[config.mk]
export PLATFORM = sky130hd
export DESIGN_NAME = das_ctrl
export DESIGN_NICKNAME = d
export VERILOG_FILES = /design/src/rtl/core/das_pkg.sv /design/src/rtl/core/das_ctrl.sv
export SDC_FILE = /design/constraint.sdc
export NUM_CORES = 1
export LEC_CHECK = 0
export BUFFER_PORTS_ARGS = -buffer_cell sky130_fd_sc_hd__buf_2
export CAP_MARGIN = 20
export CORE_MARGIN = 10
export CORE_UTILIZATION = 50
export CTS_CLUSTER_SIZE = 40
export DETAILED_ROUTE_END_ITERATION = 16
export PLACE_DENSITY = 0.86
export SLEW_MARGIN = 20
export SYNTH_ARGS = -nofsm -noshare
export SYNTH_HDL_FRONTEND = slang
export SYNTH_SLANG_ARGS = --single-unit
[constraint.sdc]
create_clock -name clk -period 3.91 [get_ports clk]
set_input_delay 0.1955 -clock clk [delete_from_list [all_inputs] [get_ports clk]]
set_output_delay 0.1955 -clock clk [all_outputs]
set_load 0.05 [all_outputs]
[src/rtl/core/das_pkg.sv]
`timescale 1ns / 1ps
package das_pkg;
  localparam int TERM_BITS = 10;
  localparam int MAX_EDGES = 512;
  localparam int NODE_COUNT = 1 << TERM_BITS;
  localparam int EDGE_AW = $clog2(MAX_EDGES);
  localparam int CNT_W = EDGE_AW + 1;
  localparam int SP_W = TERM_BITS + 1;

  typedef logic [1:0] cmd_t;
  localparam cmd_t CMD_CLEAR = 2'd0;
  localparam cmd_t CMD_ADD   = 2'd1;
  localparam cmd_t CMD_QUERY = 2'd2;

  typedef logic [TERM_BITS-1:0] term_t;

  // Commands from the controller to the datapath.
  typedef struct packed {
    logic load;       // capture the input item
    logic clr_count;
    logic add_edge;
    logic clr_vis;    // clear-pass step at vaddr_r
    logic scan_start; // begin scanning edges of cur node
    logic scan_step;  // one edge read / compare step
    logic pop;        // read top of stack
    logic take_pop;   // make popped value the current node
  } das_cmd_t;

  typedef struct packed {
    logic clr_done;
    logic scan_done;
    logic stack_empty;
    logic hit;        // popped node equals target
    logic full;
  } das_sts_t;
endpackage

[src/rtl/core/das_ctrl.sv]
`timescale 1ns / 1ps
module das_ctrl (
  input  logic            clk,
  input  logic            rst_n,
  input  logic            in_valid,
  output logic            in_ready,
  input  das_pkg::cmd_t   in_cmd,
  output logic            out_valid,
  input  logic            out_ready,
  output logic            out_anc,
  output logic            out_stat,
  output logic            res_same_en,
  output das_pkg::das_cmd_t cmd,
  input  das_pkg::das_sts_t sts
);
  import das_pkg::*;

  typedef enum logic [6:0] {
    S_IDLE  = 7'b0000001,
    S_CLR   = 7'b0000010,
    S_SCAN0 = 7'b0000100,
    S_SCAN  = 7'b0001000,
    S_POP   = 7'b0010000,
    S_CHK   = 7'b0100000,
    S_OUT   = 7'b1000000
  } state_t;

  state_t state_r, state_nxt;
  logic anc_r, anc_nxt, stat_r, stat_nxt, qry_r, qry_nxt;

  assign in_ready = (state_r == S_IDLE);
  assign out_valid = (state_r == S_OUT);
  assign out_anc = anc_r;
  assign out_stat = stat_r;
  assign res_same_en = qry_r;

  always_comb begin
    state_nxt = state_r;
    anc_nxt = anc_r;
    stat_nxt = stat_r;
    qry_nxt = qry_r;
    cmd = '0;
    case (state_r)
      S_IDLE: begin
        if (in_valid) begin
          cmd.load = 1'b1;
          anc_nxt = 1'b0;
          stat_nxt = 1'b0;
          qry_nxt = 1'b0;
          state_nxt = S_OUT;
          case (in_cmd)
            CMD_CLEAR: cmd.clr_count = 1'b1;
            CMD_ADD: begin
              stat_nxt = sts.full;
              cmd.add_edge = 1'b1;
            end
            CMD_QUERY: begin
              qry_nxt = 1'b1;
              state_nxt = S_CLR;
            end
            default: ;
          endcase
        end
      end
      S_CLR: begin
        if (sts.clr_done) state_nxt = S_SCAN0;
        else cmd.clr_vis = 1'b1;
      end
      S_SCAN0: begin
        cmd.scan_start = 1'b1;
        state_nxt = S_SCAN;
      end
      S_SCAN: begin
        cmd.scan_step = 1'b1;
        if (sts.scan_done) state_nxt = S_POP;
      end
      S_POP: begin
        if (sts.stack_empty) state_nxt = S_OUT;
        else begin
          cmd.pop = 1'b1;
          state_nxt = S_CHK;
        end
      end
      S_CHK: begin
        if (sts.hit) begin
          anc_nxt = 1'b1;
          state_nxt = S_OUT;
        end else begin
          cmd.take_pop = 1'b1;
          state_nxt = S_SCAN0;
        end
      end
      S_OUT: if (out_ready) state_nxt = S_IDLE;
      default: state_nxt = S_IDLE;
    endcase
  end

  always_ff @(posedge clk) begin
    if (!rst_n) begin
      state_r <= S_IDLE;
      anc_r <= 1'b0;
      stat_r <= 1'b0;
      qry_r <= 1'b0;
    end else begin
      state_r <= state_nxt;
      anc_r <= anc_nxt;
      stat_r <= stat_nxt;
      qry_r <= qry_nxt;
    end
  end
endmodule

# Word level (Yosys, flattened, before mapping)
# Cells that the tools add are included.
# word_totals
reg_bits	10
in_bits	11
out_inout_bits	13
wordCells	48
# op_classes
n_eq_ne	14
muxes	25
reduce_logical	5
# op_table
operator	n
2-to-1 mux 7 bit	7
one-hot mux 7 bit (7 select lines)	1
2-to-1 mux 1 bit	14
inequality test 2 bit, second input constant	4
== test 7 x 1 -> 1 bit, second input constant	1
== test 7 x 2 -> 1 bit, second input constant	1
== test 7 x 3 -> 1 bit, second input constant	1
== test 7 x 4 -> 1 bit, second input constant	1
== test 7 x 5 -> 1 bit, second input constant	1
== test 7 x 6 -> 1 bit, second input constant	1
== test 7 bit, second input constant	1
2-to-1 mux 3 bit	2
AND reduction 4 bit	1
AND reduction 3 bit	1
== test 2 x 1 -> 1 bit, second input constant	1
== test 2 bit, second input constant	1
zero test 2 bit	1
inequality test 2 x 1 -> 1 bit, second input constant	1
one-hot mux 1 bit (2 select lines)	1
AND reduction 2 bit	1
nonzero test 2 bit	1

# Logic depth before layout (Yosys ltp)
# Gate-level depths: netlist (run 1).
# logic_depth
word_depth	4
mapped_depth	5

# Least setup slack after synthesis (run 1)
# OpenSTA, ideal clock, no wires.
# synth_timing
kind	flip-flop to output port
start	register state_r[2]
end	output port cmd[5] (netlist bit)
arrival_ns	2.213
slack_ns	1.501
stages_incl_launch_ff	4
path_cell_list	dfxtp_1 > nor3_1 > nand4_1 > nor3b_1
# synth_rtl
element	line_no	source
start, declared	das_ctrl.sv:28	state_t state_r, state_nxt;
start signal, assigned	das_ctrl.sv:105	state_r <= state_nxt;
end, declared	das_ctrl.sv:13	output das_pkg::das_cmd_t cmd,

==> results of run 1 <==
## logic make-up (layout without fill, tap and decap cells)
kind of cell | after synthesis | count (layout) | synth area share
AND/OR/NAND/NOR | 49 | 49 | 0.461
multiplexers | 2 | 2 | 0.0287
flip-flops | 10 | 10 | 0.287
buffers and inverters | 8 | 29 | 0.0628
XOR/XNOR | 1 | 1 | 0.0126
AO/OA/AOI/OAI | 12 | 12 | 0.147
## cells in the mapped netlist
master	number
dfxtp_1	10
nand2_1	6
nor2_1	6
nor3_1	6
and3_1	4
nand2b_1	4
nand4_1	4
o21a_1	4
inv_1	3
and2_1	2
and4b_1	2
buf_2	2
mux2i_1	2
nor2b_1	2
nor4_1	2
o21ai_0	2
or3b_1	2
or4_4	2
a211oi_4	1
a21boi_0	1
a311o_1	1
a311oi_1	1
and3b_1	1
buf_4	1
buf_6	1
clkbuf_1	1
nor3b_1	1
nor4_2	1
nor4_4	1
nor4b_1	1
o2111ai_1	1
o211ai_1	1
or2b_1	1
or4_1	1
xor2_1	1
## worst max-delay path by stage
stage / slack (ps) / end / start / cells after the start
2_1_floorplan: 1500 / cmd[5] / state_r[2]$_SDFFE_PN0P_ / 3
3_3_place_gp: 2100 / cmd[5] / state_r[2]$_SDFFE_PN0P_ / 4
3_5_place_dp: 1990 / cmd[5] / state_r[2]$_SDFFE_PN0P_ / 4
4_1_cts: 1700 / cmd[5] / state_r[2]$_SDFFE_PN0P_ / 4
5_1_grt: 1490 / cmd[5] / state_r[2]$_SDFFE_PN0P_ / 4
6_report: 1650 / cmd[5] / state_r[2]$_SDFFE_PN0P_ / 4
## metrics by stage
stage          hold WS [ps]  cells
2_1_floorplan           393     82
3_3_place_gp            468    115
3_5_place_dp            467    115
4_1_cts                 213    118
5_1_grt                 214    118
6_report                214    118
## routing by layer
metal  part of all wire  routed length (um)  vias up  track usage
met5                  0                   0        -            0
li1                   -                   -      348            -
met2               0.45                 842       37        0.158
met3              0.080                 149        7       0.0398
met4              0.033                  61        0       0.0872
met1               0.43                 808      323        0.142
## registers in the layout, indices dropped and copies added (netlist names)
name         flops
state_r          7
out_anc          1
out_stat         1
res_same_en      1
## area by class of cell
cell class / count / area [um2]
fillers: 113 / 480
inverters: 3 / 11.3
clock buffers: 3 / 22.5
well taps: 15 / 18.8
flip-flops and latches: 10 / 200
multi-input cells: 64 / 453
repair buffers: 23 / 115
## critical path, stage by stage (launching register included)
cell	delay, ps
dfxtp_1	360
nor3_1	480
nand4_1	370
nor3b_1	290
buf_2	300
## where the power goes
group | switching (W) | internal (W)
clock | 0.0000344 | 0.0000356
sequential | 0.0000175 | 0.000109
combinational | 0.0000938 | 0.0000524
total | 0.000146 | 0.000197
==> metrics, run 1 <==
status complete, no violations; vias in the first global route between 700 and 800; top cells by area, synth dfxtp_1, nor3_1, o21a_1; Final nets 116; post-synthesis cell area 697 um2; Syn Nets 93; synthesis-stage register bit count 10; Min-Delay Startpoint rst_n; Hold Crit Depth 2; final worst slack 1650 ps; fmax 0.443 GHz; antenna viol nets, final 0; PostCTS Resize Cnt 0; type of the most critical hold path in -> reg; final setup skew 2.93 ps; Static Leak 0.373 nW; CP endpoint kind primary output; Worst-path clk slew 60 ps; pre-CTS setup slack 1990 ps; Peak supply drop around 0.34 mV; CP Launch Type flip-flop; vias per std cell 6.06; WL/cell ~16 um; crit path DAT 2060 ps; yosys warns 0; GR Overflow Total 0; IO Port Bufs 23; post-route setup TNS 0 ps; GR Util All Layers 0.115; number of cells on the worst reg-to-reg path 4; CP Data Required Time 3710 ps; PD cells 418 nW/um2; vias after detailed routing 715; starting density of the core 0.536; CTS H-Tree Depth 1; DRC violations left 0; Worst-Margin Slew 554 ps; first-pass GRT wire length 3140 um; Post-CTS Hold Fix Bufs 0; Placed Area 798 um2; drt total wl 1860 um; Hold Path End state_r[0]$_SDFFE_PN1P_; most common cell after layout, fill and taps aside buf_2; ant diodes 0; register area share after synthesis 0.287; fin crit period ~2300 ps; r2r setup slk 2170 ps; largest net degree at the start of global routing 15; Layout Utilization 0.631; final period utilization 0.577; Clock Path Buffers 2; Worst slew margin 0.627; CTS sink cnt 10; # Post-CTS Setup Buffers 0; post-DP HPWL 1460 um; Critical R2R Capture state_r[4]$_SDFFE_PN0P_; drt first pass iters 4; CTS tree built; Die Width between 50 and 60 um; initial antenna violation count 0; Total Power roughly 0.00034 W; Fin. Hold Viols 0; Setup Crit Path Kind reg -> out; max-cap violations 0; Synth Area per Inst 8.50 um2; total core area roughly 1300 um2; die area ~3300 um2; max-slew violation count 0; Rows 13; share of layout cells above drive strength 1 0.301; final count of negative-setup-slack endpoints 0; Distinct cells, synth 35; Gate Count Post-Synth 82; Chip Height around 57 um; CTS root buffer clkbuf_4; worst r2r src state_r[0]$_SDFFE_PN1P_; top cell type by total area after synthesis dfxtp_1; I/O Pins 24; CP max FO 7; Non-Filler Cell Area, Final 821 um2; post-synth top area share 0.287; Clock Latency Late Sink roughly 270 ps; most frequent cells in the layout buf_2, dfxtp_1, nor2_1, nor3_1, nand2_1; Layout area overhead 17.8%; RSZ-0062 raised after global routing false; GPL Wtd Cong slightly above 0.9; CTS Buf Count 3; initial DRC count 27
(Power assumes the default switching activity.)
==> inputs of run 2 (changes only) <==
--- a/config.mk
+++ b/config.mk
@@ -8,10 +8,10 @@
 export BUFFER_PORTS_ARGS = -buffer_cell sky130_fd_sc_hd__buf_2
 export CAP_MARGIN = 20
 export CORE_MARGIN = 10
-export CORE_UTILIZATION = 50
+export CORE_UTILIZATION = 43
 export CTS_CLUSTER_SIZE = 40
 export DETAILED_ROUTE_END_ITERATION = 16
-export PLACE_DENSITY = 0.86
+export PLACE_DENSITY = 0.79
 export SLEW_MARGIN = 20
 export SYNTH_ARGS = -nofsm -noshare
 export SYNTH_HDL_FRONTEND = slang
==> constraint.sdc (replaced) <==
create_clock -name clk -period 1.9 [get_ports clk]
set_input_delay 0.095 -clock clk [delete_from_list [all_inputs] [get_ports clk]]
set_output_delay 0.095 -clock clk [all_outputs]
set_load 0.05 [all_outputs]
==> run 2 against run 1 <==
Net effect: final area grew 12%; critical path depth fell by 1; sequential power up 100%; combinational power up 140%; clock skew hardly changed; non-clock buffer count increased by 5; count of clock-buffer cells in the layout is 1 higher; first-iteration DRC count down 41%.
==> metrics, run 2 (synthesis results as in run 1) <==
multi-input logic area 490 um2 (was 453 um2); Logic pwr share 0.442 (was 0.426); Top reg by flops state_r (unchanged); fin crit period around 1800 ps; DRC violations left 0 (unchanged); P_sw 0.000325 W (was 0.000146 W); Final nets 121 (was 116); final setup skew 2.97 ps (was 2.93 ps); post-route setup TNS 0 ps (unchanged); most frequent cells in the layout buf_2, dfxtp_1, nor2_1, nand2_1, buf_4 (was buf_2, dfxtp_1, nor2_1, nor3_1, nand2_1); worst-path cell chain or4_4 -> nor4_4 -> buf_4 (was nor3_1 -> nand4_1 -> nor3b_1 -> buf_2); die area 3630 um2 (was 3290 um2); crit path max-delay cell type or4_4 (was nor3_1); Worst slew margin 0.722 (was 0.627); CP endpoint kind primary output (unchanged); WL/cell 15.8 um (about the same); total core area 1520 um2 (was 1300 um2); CTS sink cnt 10 (unchanged); type of the most critical hold path in -> reg (unchanged); most common cell after layout, fill and taps aside buf_2 (unchanged); Clock Latency Late Sink 270 ps (about the same); drt first pass iters 4 (unchanged); Chip Height 60.3 um (was 57.3 um); Die Width 60.3 um (was 57.3 um); Clk pwr share 0.240 (was 0.204); final period utilization 0.957; largest net degree at the start of global routing 11 (was 15); crit path DAT 1720 ps (was 2060 ps); Layout area overhead 31.4% (was 17.8%); share of layout cells above drive strength 1 0.394 (was 0.301); register area 200 um2 (unchanged); CTS tree built (unchanged); GPL Wtd Cong 0.957 (was 0.923); vias per std cell 5.94 (was 6.06); Post-CTS Hold Fix Bufs 0 (unchanged); Flop pwr share 0.318 (was 0.370); RSZ-0062 raised after global routing false (unchanged); post-DP HPWL 1590 um (was 1460 um); IO Port Bufs 23 (unchanged); status complete, no violations (unchanged); GR Overflow Total 0 (unchanged); vias after detailed routing 742 (was 715); Clock Path Buffers 2 (unchanged); initial antenna violation count 0 (unchanged); CTS H-Tree Depth 1 (unchanged); Fin. Hold Viols 0 (unchanged); # fillers 141 (was 113); CTS root buffer clkbuf_4 (unchanged); CP Data Required Time 1800 ps (was 3710 ps); antenna viol nets, final 0 (unchanged); CP Launch Type flip-flop (unchanged); CP max FO 7 (unchanged); Largest register FFs 7 (unchanged); Net Sw Frac 0.406 (was 0.425); slowest stage delay, CP 600 ps (was 480 ps); Setup Crit Path Kind reg -> out (unchanged); first-pass GRT wire length 3160 um (was 3140 um); max-slew violation count 0 (unchanged); Bufs and invs on worst path 1 (unchanged); initial DRC count 16 (was 27); vias in the first global route 733 (was 729); Rows 14 (was 13); P_int 0.000476 W (was 0.000197 W); fmax between 0.5 and 0.6 GHz; cell count after placement 121 (was 115); final count of negative-setup-slack endpoints 0 (unchanged); max-cap violations 0 (unchanged); PD cells 876 nW/um2 (was 418 nW/um2); CP delay by family, top simple AND/OR/NAND/NOR gates (unchanged); ant diodes 0 (unchanged); Worst-path clk slew 70 ps (was 60 ps); Peak supply drop 0.700 mV (was 0.339 mV); fin cells 125 (was 118); CTS Buf Count 3 (unchanged); starting density of the core 0.457 (was 0.536); GR Util All Layers 0.110 (was 0.115); I/O Pins 24 (unchanged); Static Leak 0.412 nW (was 0.373 nW); drt total wl 1980 um (was 1860 um); Worst-Margin Slew 413 ps (was 554 ps)
==> run 2: changes by cell type in the layout (fill, tap and decap cells not counted), sizes merged <==
cell	before	now
buf	23	27
clkbuf	3	5
==> run 2: path summary, 6_finish.rpt <==
kind	start	endpoint	slack (ps)	depth (start not counted)
min reg2reg	out_anc$_SDFFE_PN0P_	out_anc$_SDFFE_PN0P_	470	2
max	state_r[2]$_SDFFE_PN0P_	cmd[4]	80	3
min	rst_n	state_r[0]$_SDFFE_PN1P_	110	2
max reg2reg	state_r[0]$_SDFFE_PN1P_	state_r[4]$_SDFFE_PN0P_	220	5
==> run 2: routing by layer <==
metal  track usage  wire length (um)  vias to the layer above
met5             0                 0                        -
met3        0.0360               141                        5
met1         0.123               849                      351
met2         0.176               951                       27
met4        0.0673                34                        0
li1              -                 -                      359
==> run 2: layout make-up <==
cell class	instances	share of cell area
clock buffers	4	0.0396
inverters	3	0.0123
multi-input cells	64	0.536
flip-flops and latches	10	0.219
well taps	16	0.0219
repair buffers	28	0.172
==> run 2: power by group through the flow <==
stage,clock network [W],registers [W],logic (W)
2_1_floorplan,0,0.000251,0.000261
4_1_cts,0.000195,0.000254,0.000352
5_1_grt,0.000206,0.000258,0.000381
6_report,0.000192,0.000255,0.000355
3_5_place_dp,0,0.000259,0.000348
3_3_place_gp,0,0.000256,0.000342
==> run 2: repair_timing <==
action,in CTS,in global routing
resized for setup,1,5
setup endpoints to repair,2,4
buffers inserted,0,0
pin swaps,0,1
==> run 2: per-stage QoR <==
step                total power (W)  area [um2]  setup WS (ps)   util  hold slack, ps
finish                     0.000802         916           82.2  0.601             111
global route               0.000845         916           6.89  0.601             126
CTS                        0.000800         903           30.0  0.593             111
detailed placement         0.000607         861            173  0.565             388
global placement           0.000598         861            276  0.565             395
floorplan                  0.000512         721           36.1      -             262
